$ cat src/sv/plru_pkg.sv
// shared types, constants and table port structs for the pinned lru policy unit
package plru_pkg;

	localparam int NUM_ENTRIES = 32;
	localparam int IDX_W       = $clog2(NUM_ENTRIES);
	localparam int CNT_W       = $clog2(NUM_ENTRIES + 1);
	localparam int PIN_W       = 16;
	localparam int SIZE_W      = 32;
	localparam int BYTES_W     = 38;
	localparam int BYTES_OUT_W = 37;
	localparam int MAXE_W      = 16;
	localparam int CMD_W       = 2;
	localparam int KIND_W      = 3;

	localparam logic [MAXE_W-1:0]      MAX_ENTRIES_RST = MAXE_W'(10000);
	localparam logic [BYTES_OUT_W-1:0] MAX_BYTES_RST   = BYTES_OUT_W'(500000000);
	localparam logic [PIN_W-1:0]       PIN_MAX         = {PIN_W{1'b1}};

	localparam logic [CMD_W-1:0] CMD_LOCK   = 2'd0;
	localparam logic [CMD_W-1:0] CMD_UNLOCK = 2'd1;
	localparam logic [CMD_W-1:0] CMD_CLEAR  = 2'd2;

	localparam logic CFG_MAX_ENTRIES = 1'b0;
	localparam logic CFG_MAX_BYTES   = 1'b1;

	typedef enum logic [KIND_W-1:0] {
		KIND_HIT      = 3'd0,
		KIND_MISS     = 3'd1,
		KIND_PINNED   = 3'd2,
		KIND_RELEASED = 3'd3,
		KIND_EVICTED  = 3'd4,
		KIND_CLEARED  = 3'd5,
		KIND_ERROR    = 3'd6
	} kind_t;

	typedef enum logic {
		ALU_ADD = 1'b0,
		ALU_SUB = 1'b1
	} alu_op_t;

	typedef struct packed {
		logic              res_we;
		logic [IDX_W-1:0]  res_addr;
		logic              res_d;
		logic              pin_we;
		logic [IDX_W-1:0]  pin_addr;
		logic [PIN_W-1:0]  pin_d;
		logic              size_we;
		logic [IDX_W-1:0]  size_addr;
		logic [SIZE_W-1:0] size_d;
		logic              onl_we;
		logic [IDX_W-1:0]  onl_addr;
		logic              onl_d;
		logic              newer_we;
		logic [IDX_W-1:0]  newer_addr;
		logic [IDX_W-1:0]  newer_d;
		logic              older_we;
		logic [IDX_W-1:0]  older_addr;
		logic [IDX_W-1:0]  older_d;
	} tbl_wr_t;

	typedef struct packed {
		logic              resident;
		logic [PIN_W-1:0]  pins;
		logic [SIZE_W-1:0] size;
		logic              on_list;
		logic [IDX_W-1:0]  newer;
		logic [IDX_W-1:0]  older;
	} tbl_rd_t;

endpackage

$ cat src/sv/pinned_lru_cache_policy_unit.sv
// top level: command sequencer, release list control and result word register
//
// usage
//   command channel: present command, entry_index and entry_bytes with start high;
//   the word is taken at a clock edge where start is high and busy is low. busy
//   stays high until every result word of that command has been issued.
//   result channel: each result word sits on kind, result_index, pin_count,
//   entries_resident, bytes_resident and last for exactly one cycle, marked by
//   result_valid; the receiver cannot stall it, so it must take every word.
//   last marks the final word of a command.
//   config channel: cfg_index 0 writes max_entries, 1 writes max_bytes; a write
//   is taken when cfg_valid and cfg_ready are high, cfg_ready is high when idle.
// sequencing
//   hit, still pinned, error: decode, then limit check, which issues the only word.
//   miss or release with k evictions: decode and check, then per eviction a drop
//   and a limit check on the shared adder, each check issuing one word.
//   clear of k entries: decode, then one dropped entry and one word per cycle.
//   this sequencing follows from the single entry-table read port and the one
//   38-bit adder shared by byte accounting and the byte-limit compare.
// reset
//   no entry resident, release list empty, limits back to 10000 entries and
//   500000000 bytes; no result word is pending.
module pinned_lru_cache_policy_unit (
	input  logic                             clk,
	input  logic                             arst_n,
	// command channel
	input  logic                             start,
	output logic                             busy,
	input  logic [plru_pkg::CMD_W-1:0]       command,
	input  logic [4:0]                       entry_index,
	input  logic [31:0]                      entry_bytes,
	// config channel
	input  logic                             cfg_valid,
	output logic                             cfg_ready,
	input  logic                             cfg_index,
	input  logic [plru_pkg::BYTES_OUT_W-1:0] cfg_data,
	// result channel
	output logic                             result_valid,
	output logic [plru_pkg::KIND_W-1:0]      kind,
	output logic [4:0]                       result_index,
	output logic [plru_pkg::PIN_W-1:0]       pin_count,
	output logic [5:0]                       entries_resident,
	output logic [plru_pkg::BYTES_OUT_W-1:0] bytes_resident,
	output logic                             last
);

	typedef enum logic [4:0] {
		S_IDLE   = 5'b00001,
		S_DECODE = 5'b00010,
		S_CHECK  = 5'b00100,
		S_EVICT  = 5'b01000,
		S_CLEAR  = 5'b10000
	} state_t;

	state_t state_q, state_d;

	// limits
	logic [plru_pkg::MAXE_W-1:0]      max_entries_q;
	logic [plru_pkg::BYTES_OUT_W-1:0] max_bytes_q;

	// release list and totals
	logic [plru_pkg::IDX_W-1:0]   head_q, head_d;
	logic [plru_pkg::IDX_W-1:0]   tail_q, tail_d;
	logic                         empty_q, empty_d;
	logic [plru_pkg::CNT_W-1:0]   count_q, count_d;
	logic [plru_pkg::BYTES_W-1:0] bytes_q, bytes_d;

	// latched command word
	logic [plru_pkg::CMD_W-1:0]  cmd_q;
	logic [4:0]                  idx_q;
	logic [plru_pkg::SIZE_W-1:0] size_in_q;

	// result word waiting for the limit check
	plru_pkg::kind_t            pend_kind_q, pend_kind_d;
	logic [4:0]                 pend_idx_q, pend_idx_d;
	logic [plru_pkg::PIN_W-1:0] pend_pins_q, pend_pins_d;
	logic                       enforce_q, enforce_d;

	// result word register
	logic                             out_valid_q, out_valid_d;
	plru_pkg::kind_t                  out_kind_q, out_kind_d;
	logic [4:0]                       out_idx_q, out_idx_d;
	logic [plru_pkg::PIN_W-1:0]       out_pins_q, out_pins_d;
	logic [5:0]                       out_count_q, out_count_d;
	logic [plru_pkg::BYTES_OUT_W-1:0] out_bytes_q, out_bytes_d;
	logic                             out_last_q, out_last_d;

	// entry table and shared adder
	logic [plru_pkg::IDX_W-1:0]   raddr;
	plru_pkg::tbl_wr_t            wr;
	plru_pkg::tbl_rd_t            rd;
	plru_pkg::alu_op_t            alu_op;
	logic [plru_pkg::BYTES_W-1:0] alu_a, alu_b, alu_res;
	logic                         alu_borrow;

	logic rm_en, push_en, in_range, need_evict;

	function automatic logic [plru_pkg::BYTES_OUT_W-1:0] sat_bytes(
		input logic [plru_pkg::BYTES_W-1:0] b
	);
		logic [plru_pkg::BYTES_OUT_W-1:0] r;
		if (|b[plru_pkg::BYTES_W-1:plru_pkg::BYTES_OUT_W]) begin
			r = {plru_pkg::BYTES_OUT_W{1'b1}};
		end else begin
			r = b[plru_pkg::BYTES_OUT_W-1:0];
		end
		return r;
	endfunction

	plru_table u_table (
		.clk    (clk),
		.arst_n (arst_n),
		.raddr  (raddr),
		.wr     (wr),
		.rd     (rd)
	);

	plru_alu u_alu (
		.op     (alu_op),
		.a      (alu_a),
		.b      (alu_b),
		.res    (alu_res),
		.borrow (alu_borrow)
	);

	assign busy      = (state_q != S_IDLE);
	assign cfg_ready = !busy;
	assign in_range  = (plru_pkg::CNT_W'(idx_q) < plru_pkg::CNT_W'(plru_pkg::NUM_ENTRIES));

	// over a limit with something left to evict; the byte compare rides on the adder
	assign need_evict = !empty_q
		&& ((plru_pkg::MAXE_W'(count_q) > max_entries_q) || alu_borrow);

	always_comb begin
		state_d     = state_q;
		head_d      = head_q;
		tail_d      = tail_q;
		empty_d     = empty_q;
		count_d     = count_q;
		bytes_d     = bytes_q;
		pend_kind_d = pend_kind_q;
		pend_idx_d  = pend_idx_q;
		pend_pins_d = pend_pins_q;
		enforce_d   = enforce_q;
		out_valid_d = 1'b0;
		out_kind_d  = out_kind_q;
		out_idx_d   = out_idx_q;
		out_pins_d  = out_pins_q;
		out_count_d = out_count_q;
		out_bytes_d = out_bytes_q;
		out_last_d  = out_last_q;
		wr          = '0;
		raddr       = plru_pkg::IDX_W'(idx_q);
		alu_op      = plru_pkg::ALU_ADD;
		alu_a       = bytes_q;
		alu_b       = {{(plru_pkg::BYTES_W-plru_pkg::SIZE_W){1'b0}}, size_in_q};
		rm_en       = 1'b0;
		push_en     = 1'b0;

		case (state_q)
			S_IDLE: begin
				if (start) begin
					state_d = S_DECODE;
				end
			end

			S_DECODE: begin
				state_d     = S_CHECK;
				pend_idx_d  = idx_q;
				pend_pins_d = rd.pins;
				pend_kind_d = plru_pkg::KIND_ERROR;
				enforce_d   = 1'b0;
				if (cmd_q == plru_pkg::CMD_CLEAR) begin
					if (empty_q) begin
						// nothing dropped: one cleared word naming entry zero
						pend_kind_d = plru_pkg::KIND_CLEARED;
						pend_idx_d  = '0;
						pend_pins_d = '0;
					end else begin
						state_d = S_CLEAR;
					end
				end else if (!in_range) begin
					pend_pins_d = '0;
				end else if (cmd_q == plru_pkg::CMD_LOCK) begin
					if (rd.pins == plru_pkg::PIN_MAX) begin
						pend_kind_d = plru_pkg::KIND_ERROR;
					end else begin
						wr.pin_we   = 1'b1;
						wr.pin_addr = raddr;
						wr.pin_d    = rd.pins + 1'b1;
						pend_pins_d = rd.pins + 1'b1;
						if (rd.resident) begin
							pend_kind_d = plru_pkg::KIND_HIT;
							rm_en       = rd.on_list;
						end else begin
							pend_kind_d  = plru_pkg::KIND_MISS;
							enforce_d    = 1'b1;
							wr.res_we    = 1'b1;
							wr.res_addr  = raddr;
							wr.res_d     = 1'b1;
							wr.size_we   = 1'b1;
							wr.size_addr = raddr;
							wr.size_d    = size_in_q;
							count_d      = count_q + 1'b1;
							bytes_d      = alu_res;
						end
					end
				end else if (cmd_q == plru_pkg::CMD_UNLOCK) begin
					if (rd.pins == '0 || !rd.resident) begin
						pend_kind_d = plru_pkg::KIND_ERROR;
					end else begin
						wr.pin_we   = 1'b1;
						wr.pin_addr = raddr;
						wr.pin_d    = rd.pins - 1'b1;
						pend_pins_d = rd.pins - 1'b1;
						if (rd.pins != plru_pkg::PIN_W'(1)) begin
							pend_kind_d = plru_pkg::KIND_PINNED;
						end else begin
							pend_kind_d = plru_pkg::KIND_RELEASED;
							enforce_d   = 1'b1;
							push_en     = !rd.on_list;
						end
					end
				end
			end

			S_CHECK: begin
				// byte limit compare: max_bytes - total borrows when over
				alu_op      = plru_pkg::ALU_SUB;
				alu_a       = {1'b0, max_bytes_q};
				alu_b       = bytes_q;
				out_valid_d = 1'b1;
				out_kind_d  = pend_kind_q;
				out_idx_d   = pend_idx_q;
				out_pins_d  = pend_pins_q;
				out_count_d = 6'(count_q);
				out_bytes_d = sat_bytes(bytes_q);
				out_last_d  = !(enforce_q && need_evict);
				if (enforce_q && need_evict) begin
					state_d = S_EVICT;
				end else begin
					state_d = S_IDLE;
				end
			end

			S_EVICT: begin
				// drop the oldest released entry, report it after the next check
				raddr       = tail_q;
				rm_en       = 1'b1;
				wr.res_we   = 1'b1;
				wr.res_addr = tail_q;
				wr.res_d    = 1'b0;
				alu_op      = plru_pkg::ALU_SUB;
				alu_b       = {{(plru_pkg::BYTES_W-plru_pkg::SIZE_W){1'b0}}, rd.size};
				count_d     = count_q - 1'b1;
				bytes_d     = alu_res;
				pend_kind_d = plru_pkg::KIND_EVICTED;
				pend_idx_d  = 5'(tail_q);
				state_d     = S_CHECK;
			end

			S_CLEAR: begin
				// newest first, one dropped entry and one word a cycle
				raddr       = head_q;
				rm_en       = 1'b1;
				wr.res_we   = 1'b1;
				wr.res_addr = head_q;
				wr.res_d    = 1'b0;
				alu_op      = plru_pkg::ALU_SUB;
				alu_b       = {{(plru_pkg::BYTES_W-plru_pkg::SIZE_W){1'b0}}, rd.size};
				count_d     = count_q - 1'b1;
				bytes_d     = alu_res;
				out_valid_d = 1'b1;
				out_kind_d  = plru_pkg::KIND_CLEARED;
				out_idx_d   = 5'(head_q);
				out_pins_d  = '0;
				out_count_d = 6'(count_q - 1'b1);
				out_bytes_d = sat_bytes(alu_res);
				out_last_d  = (tail_q == head_q);
				if (tail_q == head_q) begin
					state_d = S_IDLE;
				end
			end

			default: begin
				state_d = S_IDLE;
			end
		endcase

		// take the entry at raddr off the release list
		if (rm_en) begin
			wr.onl_we   = 1'b1;
			wr.onl_addr = raddr;
			wr.onl_d    = 1'b0;
			if (head_q == raddr && tail_q == raddr) begin
				empty_d = 1'b1;
			end else if (head_q == raddr) begin
				head_d = rd.older;
			end else if (tail_q == raddr) begin
				tail_d = rd.newer;
			end else begin
				wr.newer_we   = 1'b1;
				wr.newer_addr = rd.older;
				wr.newer_d    = rd.newer;
				wr.older_we   = 1'b1;
				wr.older_addr = rd.newer;
				wr.older_d    = rd.older;
			end
		end

		// put the entry at raddr at the most recent end
		if (push_en) begin
			wr.onl_we   = 1'b1;
			wr.onl_addr = raddr;
			wr.onl_d    = 1'b1;
			if (empty_q) begin
				head_d  = raddr;
				tail_d  = raddr;
				empty_d = 1'b0;
			end else begin
				wr.newer_we   = 1'b1;
				wr.newer_addr = head_q;
				wr.newer_d    = raddr;
				wr.older_we   = 1'b1;
				wr.older_addr = raddr;
				wr.older_d    = head_q;
				head_d        = raddr;
			end
		end
	end

	always_ff @(posedge clk or negedge arst_n) begin
		if (!arst_n) begin
			state_q       <= S_IDLE;
			max_entries_q <= plru_pkg::MAX_ENTRIES_RST;
			max_bytes_q   <= plru_pkg::MAX_BYTES_RST;
			head_q        <= '0;
			tail_q        <= '0;
			empty_q       <= 1'b1;
			count_q       <= '0;
			bytes_q       <= '0;
			enforce_q     <= 1'b0;
			out_valid_q   <= 1'b0;
		end else begin
			state_q     <= state_d;
			head_q      <= head_d;
			tail_q      <= tail_d;
			empty_q     <= empty_d;
			count_q     <= count_d;
			bytes_q     <= bytes_d;
			enforce_q   <= enforce_d;
			out_valid_q <= out_valid_d;
			if (cfg_valid && cfg_ready) begin
				if (cfg_index == plru_pkg::CFG_MAX_ENTRIES) begin
					max_entries_q <= cfg_data[plru_pkg::MAXE_W-1:0];
				end else begin
					max_bytes_q <= cfg_data;
				end
			end
		end
	end

	// payload registers
	always_ff @(posedge clk) begin
		if (start && !busy) begin
			cmd_q     <= command;
			idx_q     <= entry_index;
			size_in_q <= entry_bytes;
		end
		pend_kind_q <= pend_kind_d;
		pend_idx_q  <= pend_idx_d;
		pend_pins_q <= pend_pins_d;
		out_kind_q  <= out_kind_d;
		out_idx_q   <= out_idx_d;
		out_pins_q  <= out_pins_d;
		out_count_q <= out_count_d;
		out_bytes_q <= out_bytes_d;
		out_last_q  <= out_last_d;
	end

	assign result_valid     = out_valid_q;
	assign kind             = out_kind_q;
	assign result_index     = out_idx_q;
	assign pin_count        = out_pins_q;
	assign entries_resident = out_count_q;
	assign bytes_resident   = out_bytes_q;
	assign last             = out_last_q;

	// the final word of a command leaves the sequencer idle
	a_last_idle: assert property (@(posedge clk) disable iff (!arst_n)
		result_valid && last |-> !busy)
		else $error("last word issued while sequencer still busy");

	// more words of the same command still to come
	a_more_busy: assert property (@(posedge clk) disable iff (!arst_n)
		result_valid && !last |-> busy)
		else $error("non-final word issued with sequencer idle");

	// an accepted command cannot produce a word in the following cycle
	a_accept_gap: assert property (@(posedge clk) disable iff (!arst_n)
		start && !busy |=> busy && !result_valid)
		else $error("word issued straight after command accept");

	// resident count never exceeds the number of entries
	a_count_bound: assert property (@(posedge clk) disable iff (!arst_n)
		result_valid |-> (entries_resident <= 6'(plru_pkg::NUM_ENTRIES)))
		else $error("resident count beyond entry count");

endmodule

$ cat src/sv/plru_alu.sv
// shared byte-total adder / subtractor, also used as the byte-limit comparator
module plru_alu (
	input  plru_pkg::alu_op_t            op,
	input  logic [plru_pkg::BYTES_W-1:0] a,
	input  logic [plru_pkg::BYTES_W-1:0] b,
	output logic [plru_pkg::BYTES_W-1:0] res,
	output logic                         borrow
);

	logic [plru_pkg::BYTES_W:0] full;

	always_comb begin
		if (op == plru_pkg::ALU_SUB) begin
			full = {1'b0, a} - {1'b0, b};
		end else begin
			full = {1'b0, a} + {1'b0, b};
		end
	end

	assign res    = full[plru_pkg::BYTES_W-1:0];
	// carry out on add, borrow on subtract
	assign borrow = full[plru_pkg::BYTES_W];

endmodule

$ cat src/sv/plru_table.sv
// per-entry state: residency, pin counts, sizes and release-list links
module plru_table (
	input  logic                       clk,
	input  logic                       arst_n,
	input  logic [plru_pkg::IDX_W-1:0] raddr,
	input  plru_pkg::tbl_wr_t          wr,
	output plru_pkg::tbl_rd_t          rd
);

	logic                        resident_q [plru_pkg::NUM_ENTRIES];
	logic [plru_pkg::PIN_W-1:0]  pin_q      [plru_pkg::NUM_ENTRIES];
	logic                        onl_q      [plru_pkg::NUM_ENTRIES];
	logic [plru_pkg::SIZE_W-1:0] size_q     [plru_pkg::NUM_ENTRIES];
	logic [plru_pkg::IDX_W-1:0]  newer_q    [plru_pkg::NUM_ENTRIES];
	logic [plru_pkg::IDX_W-1:0]  older_q    [plru_pkg::NUM_ENTRIES];

	always_ff @(posedge clk or negedge arst_n) begin
		if (!arst_n) begin
			for (int i = 0; i < plru_pkg::NUM_ENTRIES; i++) begin
				resident_q[i] <= 1'b0;
				pin_q[i]      <= '0;
				onl_q[i]      <= 1'b0;
			end
		end else begin
			if (wr.res_we) begin
				resident_q[wr.res_addr] <= wr.res_d;
			end
			if (wr.pin_we) begin
				pin_q[wr.pin_addr] <= wr.pin_d;
			end
			if (wr.onl_we) begin
				onl_q[wr.onl_addr] <= wr.onl_d;
			end
		end
	end

	// sizes and links only read after being written
	always_ff @(posedge clk) begin
		if (wr.size_we) begin
			size_q[wr.size_addr] <= wr.size_d;
		end
		if (wr.newer_we) begin
			newer_q[wr.newer_addr] <= wr.newer_d;
		end
		if (wr.older_we) begin
			older_q[wr.older_addr] <= wr.older_d;
		end
	end

	assign rd.resident = resident_q[raddr];
	assign rd.pins     = pin_q[raddr];
	assign rd.size     = size_q[raddr];
	assign rd.on_list  = onl_q[raddr];
	assign rd.newer    = newer_q[raddr];
	assign rd.older    = older_q[raddr];

endmodule
$ cat config.mk
export PLATFORM = sky130hd
export DESIGN_NAME = pinned_lru_cache_policy_unit
export DESIGN_NICKNAME = d
export VERILOG_FILES = /design/src/sv/plru_pkg.sv /design/src/sv/pinned_lru_cache_policy_unit.sv /design/src/sv/plru_alu.sv /design/src/sv/plru_table.sv
export SDC_FILE = /design/constraint.sdc
export NUM_CORES = 2
export LEC_CHECK = 0
export BUFFER_PORTS_ARGS = -buffer_cell sky130_fd_sc_hd__buf_2
export CAP_MARGIN = 5
export CORE_ASPECT_RATIO = 1.25
export CORE_UTILIZATION = 50
export CTS_CLUSTER_DIAMETER = 50
export CTS_CLUSTER_SIZE = 20
export DETAILED_ROUTE_END_ITERATION = 16
export PLACE_DENSITY = 0.66
export SLEW_MARGIN = 20
export SYNTH_ARGS = -nofsm -noshare
export SYNTH_HDL_FRONTEND = slang
export SYNTH_SLANG_ARGS = --single-unit
$ cat constraint.sdc
create_clock -name clk -period 9.65 [get_ports clk]
set_clock_uncertainty 0.2 [all_clocks]
set_input_delay 1.4475 -clock clk [delete_from_list [all_inputs] [get_ports clk]]
set_output_delay 1.4475 -clock clk [all_outputs]
set_load 0.01 [all_outputs]
### Word-level counts from Yosys, hierarchy flattened

Memories as Yosys holds them, arrays and structs flattened.
Cells that the tools add are included.

| word-level totals | value |
|---|---|
| register bits after elaboration | 822 |
| bits in writable memories | 1344 |
| memories kept | 3 |

| cells by class | value |
|---|---|
| $add $sub $neg | 6 |
| $lt $le $gt $ge | 8 |
| equality and inequality tests | 20 |
| mux-type cells | 121 |
| bitwise logic cells | 5 |
| reduce and logical (&&, ||, !) cells | 30 |

Memory list:

| name | words | bits a word | rd ports | clocked after memory_dff | wr ports | RTL line | source |
|---|---|---|---|---|---|---|---|
| u_table.size_q | 32 | 32 | 1 | 0 | 1 | plru_table.sv:13 | `logic [plru_pkg::SIZE_W-1:0] size_q [plru_pkg::NUM_ENTRIES];` |
| u_table.newer_q | 32 | 5 | 1 | 0 | 1 | plru_table.sv:14 | `logic [plru_pkg::IDX_W-1:0] newer_q [plru_pkg::NUM_ENTRIES];` |
| u_table.older_q | 32 | 5 | 1 | 0 | 1 | plru_table.sv:15 | `logic [plru_pkg::IDX_W-1:0] older_q [plru_pkg::NUM_ENTRIES];` |

Operators with widths:

| kind | number |
|---|---|
| $bwmux 512 | 1 |
| $mux 38 | 7 |
| $mux 22 | 7 |
| $pmux 38 s2 | 2 |
| $mux 16 | 9 |
| $mux 67 | 2 |
| $bmux 16 s5 | 1 |
| $demux 16 s5 | 1 |
| $mux 5 | 16 |
| $mux 37 | 2 |
| $pmux 37 s2 | 1 |
| $bwmux 32 | 2 |
| $mux 60 | 1 |
| $mux 29 | 2 |
| $add 38x38->39 | 1 |
| $mux 39 | 1 |
| $sub 38x38->39 | 1 |
| $mux 1 | 37 |
| $pmux 16 s2 | 1 |
| $pmux 5 s2 | 3 |
| $pmux 5 s5 | 1 |
| $ge 6x6->1 const B | 4 |
| $mux 6 | 4 |
| $not 5->6 | 4 |
| other kinds (40) | 79 |

### Logic depth before layout (Yosys ltp)

| logic depth | value |
|---|---|
| depth in word-level cells | 20 |
| mapped depth | 40 |
| depth with buffers taken out | 30 |

### By module

A second synthesis with hierarchy kept.

| unflattened totals | value |
|---|---|
| cells, all modules | 6709 |
| area total of the unflattened synthesis | 96177.2 sq um |

By module, submodules not included:

| module | instances | cells an instance | area an instance (sq um) |
|---|---|---|---|
| plru_table | 1 | 5044 | 80133.1 |
| pinned_lru_cache_policy_unit | 1 | 1204 | 12922.4 |
| plru_alu | 1 | 461 | 3121.7 |

### Least setup slack after synthesis

Ideal clock, no wire load.

| timing | value |
|---|---|
| kind | reg-to-reg |
| from | reg state_q[1] |
| to | reg out_last_q, in the netlist last, data pin |
| setup time | 0.259 ns |
| arrival | 7.344 ns |
| required time | 9.191 ns |
| slack | 1.847 ns |
| stages on the path, launching flop included | 39 |
| period minus slack after synthesis | 7.803 ns |
| cell sequence | dfrtp_1 buf_2 or3_1 buf_6 o21ai_4 nand3_1 buf_2 buf_4 buf_6 buf_6 buf_2 buf_2 buf_1 nand2_1 nand3_1 a311oi_1 a211o_1 o211ai_1 [3 not listed] nor4b_1 nand4_1 o21ai_0 xor2_1 ha_1 a21o_1 a21oi_1 o21ai_0 a31o_2 a211oi_1 o21ai_0 o31ai_1 o21ai_0 a21o_1 a21oi_1 xnor2_1 nor2b_1 o31a_1 |

| between the ends | value |
|---|---|
| cells in the longest elaborated chain, start to end | 11 |

RTL lines:

| element | RTL line | source |
|---|---|---|
| start, declared | pinned_lru_cache_policy_unit.sv:55 | `state_t state_q, state_d;` |
| start signal, assigned | pinned_lru_cache_policy_unit.sv:345 | `state_q <= state_d;` |
| $eq 5x5->1 / $eq 5x4->1 (equally long branches) | pinned_lru_cache_policy_unit.sv:160 | `case (state_q)` |
| $pmux 5 s2 | pinned_lru_cache_policy_unit.sv:160 |  |
| $mem_v2 32x32 | -- |  |
| $pmux 38 s2 | pinned_lru_cache_policy_unit.sv:160 |  |
| $add 38x38->39 / $sub 38x38->39 (equally long branches) | plru_alu.sv:16, plru_alu.sv:14 |  |
| $mux 39 | plru_alu.sv:13 | `if (op == plru_pkg::ALU_SUB) begin` |
| $logic_or 1x1->1 | pinned_lru_cache_policy_unit.sv:132 | `&& ((plru_pkg::MAXE_W'(count_q) > max_entries_q) \|\| alu_borrow);` |
| $logic_and 1x1->1 | pinned_lru_cache_policy_unit.sv:132 |  |
| $logic_and 1x1->1 | pinned_lru_cache_policy_unit.sv:238 | `out_last_d = !(enforce_q && need_evict);` |
| $logic_not 1->1 | pinned_lru_cache_policy_unit.sv:238 |  |
| $pmux 1 s2 (*) | pinned_lru_cache_policy_unit.sv:160 |  |
| named net out_last_d | pinned_lru_cache_policy_unit.sv:86 | `logic out_last_q, out_last_d;` |
| end signal, assigned | pinned_lru_cache_policy_unit.sv:378 | `out_last_q <= out_last_d;` |
| end, declared | pinned_lru_cache_policy_unit.sv:86 |  |

Mark *: on every way through the listed nets, which the timed path passes. The rest lies on a longest branch.
A chain may end at the register's enable or synchronous reset.

### Final worst setup path

Same ends and word-level chain as after synthesis.

==> results_dict.tcl <==
set metrics [dict create \
    syn_nets 8103 \
    num_vias 67696 \
    cp_max_fo 57 \
    peakVddDrop_mv 0.209 \
    postCtsResizedCells 0 \
    final_area_um2 106000 \
    viasPerCell 6.30 \
    die_area_um2 193000 \
    synthDistinctLibCells 110 \
    ys_ff_latch 2166 \
    ctsLongestPathBuffers 3 \
    slowest_delay_ns 0.66 \
    cts_setup_buffers 0 \
    final_common_cell "nand2_1" \
    insertion_delay_ns 0.86 \
    drt_iter0_markers 7731 \
    power_density_nw_per_um2 219 \
    final_cell_mix "nand2_1, edfxtp_1, dfrtp_1" \
    syn-instance-count 7969 \
    post-route-period-util 0.924 \
    outcome "complete, no violations" \
    chipWidth_um 394 \
    busiest_layer "met2" \
    grtUsageMet1 0.404 \
    required_ns 10.05 \
    io_pins 152 \
    antenna_found_initial 13 \
    total_power_uw 23300 \
    port_buffers 151 \
    initial_utilization 0.503 \
    worst-slew-pin-transition_ns 1.25 \
    yosysTopAreaCell "edfxtp_1" \
    fmax_mhz 112 \
    crit_type "flip-flop to flip-flop" \
    synth-seq-area-share 0.643 \
    clk_pin_slew_ns 0.08 \
    crit_slowest_cell "and3_4" \
    rows 179 \
    start_kind "flip-flop" \
    crit_start "state_q[1]" \
    cts.sinks 2166 \
    grt_use_total 0.321 \
    area_growth_pct 11.1 \
    globalRouteOverflowTotal 0 \
    cts_made_buffers 170 \
    cts_max_level 4 \
    min_from "u_table.pin_q[182]" \
    setup_viol 0 \
    maxCapViolCount 0 \
    post_drt_wl_per_cell_um 29.2 \
    syn_avg_cell_area_um2 12.0 \
    first_pass_iters 8 \
    clock-root-buffer "clkbuf_16" \
    drive_above_1_share 0.155 \
    place.gp.congestion 0.942 \
    dp_hpwl_um 203000 \
    relSlewSlack 0.163 \
    crit_arrival_ns 9.32 \
    reg2reg_from "state_q[1]" \
    nets 8196 \
    final.setup.tns_ns 0 \
    final-max-slew-violation-count 0 \
    use_met2 0.528 \
    grt_pass1_wl_um 456000 \
    drcViolationCount 0 \
    synth_top_area_share 0.462 \
    cts_tree "done" \
    cts-hold-fix-buffers 0 \
    dpl_cell_area_um2 101000 \
    power.leakage_uw 0.0413 \
    syn_area_um2 95900 \
    rsz0062_at_grt "false" \
    layout_min_cycle_time_ns 8.92 \
    synthTopCellsByArea "edfxtp_1, dfrtp_1, nand2_1, o21ai_0, mux2_2" \
    core_region_area_um2 190000 \
    ys.flop_type "edfxtp_1" \
    synth_edf_count 1475 \
    ys_warn_count 0 \
    wirelength_um 313000 \
    min_path_type "flip-flop to flip-flop" \
    synth-async-reset-ratio 0.319 \
    endpoint_kind "flip-flop" \
    die_h_um 492 \
    grt_pass1_vias 65960 \
    grt_use_met3 0.0487 \
    grt_max_degree 169 \
    ant_nets 0 \
    hold_viol 0 \
]
[layer usage]
| layer | up-vias | share of wire | routed length (µm) |
|---|---|---|---|
| li1 | 29405 | - | - |
| met1 | 34083 | 0.37 | 117000 |
| met2 | 3377 | 0.48 | 151000 |
| met3 | 825 | 0.078 | 24400 |
| met4 | 6 | 0.068 | 21400 |
| met5 | - | 0.000099 | 31 |
[Yosys cell counts, drive strengths merged, types with 13 or more instances]
cell,n
a211oi,111
a21o,37
a21oi,127
a222oi,13
a22o,14
a22oi,34
a311oi,166
a31o,18
a31oi,101
and2,82
and3,85
and4,44
buf,312
clkbuf,268
dfrtp,671
dfstp,20
edfxtp,1475
ha,52
inv,94
mux2,227
mux2i,149
mux4,106
nand2,1903
nand2b,28
nand3,495
nand4,48
nor2,175
nor2b,22
nor3,81
nor4,24
o211ai,19
o21ai,522
o22a,41
o22ai,20
o31a,16
o31ai,45
or3,23
xnor2,73
xor2,36
[final timing paths]
kind	to	slack, ns	depth (start not counted)
worst max-delay path	last	0.73	28
worst min-delay path	u_table.pin_q[182]	0.28	2
worst max register to register	last	0.73	28
worst min register to register	u_table.pin_q[182]	0.28	2
max in group asynchronous	bytes_q[4]	6.62	3
min in group asynchronous	u_table.pin_q[205]	0.39	1
[worst max-delay path, delay by kind of cell, from the launching register on]
| family | cells | cell delay (ns) |
|---|---|---|
| xor gates and xnor gates | 2 | 0.29 |
| AOI/OAI and AO/OA | 14 | 3.54 |
| DFF | 1 | 0.49 |
| adders and majority gates | 1 | 0.36 |
| and+or+nand+nor | 9 | 3.00 |
| buffers and inverters | 2 | 0.70 |
[power by group]
part,internal (µW),leakage (µW),switching (µW)
Sequential,10300,0.0246,372
Clock,3720,0.00280,3680
Combinational,1750,0.0140,3520
Total,15700,0.0413,7570
[cells by family (layout without fill, tap and decap cells)]
group                      count (synthesis)  in the layout  synth area share
and+or+nand+nor                         3076           3076             0.143
DFF                                     2166           2166             0.643
AOI/OAI and AO/OA                       1408           1408            0.0978
buffers and inverters                    675            905            0.0322
muxes                                    482            482            0.0672
xor gates and xnor gates                 109            109            0.0101
adders and majority gates                 53             53           0.00700
other                                      0              7                 0
[flip-flops by register name (all words and copies together), names as in the netlist, 6 cells and up]
register	count
bytes_q	38
bytes_resident	37
count_q	6
entries_resident	6
max_bytes_q	37
max_entries_q	16
pend_pins_q	16
pin_count	16
size_in_q	32
u_table.newer_q	160
u_table.older_q	160
u_table.onl_q	32
u_table.pin_q	512
u_table.resident_q	32
u_table.size_q	1024
[cell type report]
type	instances	area, µm²
Fill cell	15818	83900
Sequential cell	2166	61600
Multi-Input combinational cell	5128	31600
Clock buffer	195	4480
Timing Repair Buffer	501	3940
Tap cell	2534	3170
Clock inverter	114	1300
Inverter	95	357
Antenna cell	7	17.5
[metrics by stage]
stage | instances | setup slack, ns | util | hold WS, ns
6_report | 10740 | 0.733 | 0.559 | 0.277
5_1_grt | 10734 | 0.162 | 0.559 | 0.298
4_1_cts | 10731 | 0.824 | 0.559 | 0.279
3_5_place_dp | 10422 | 0.866 | 0.529 | 0.265
3_3_place_gp | 10422 | 0.742 | 0.529 | 0.254
2_1_floorplan | 7969 | 1.85 | - | 0.242
No activity file was read; power rests on OpenSTA's default activity.
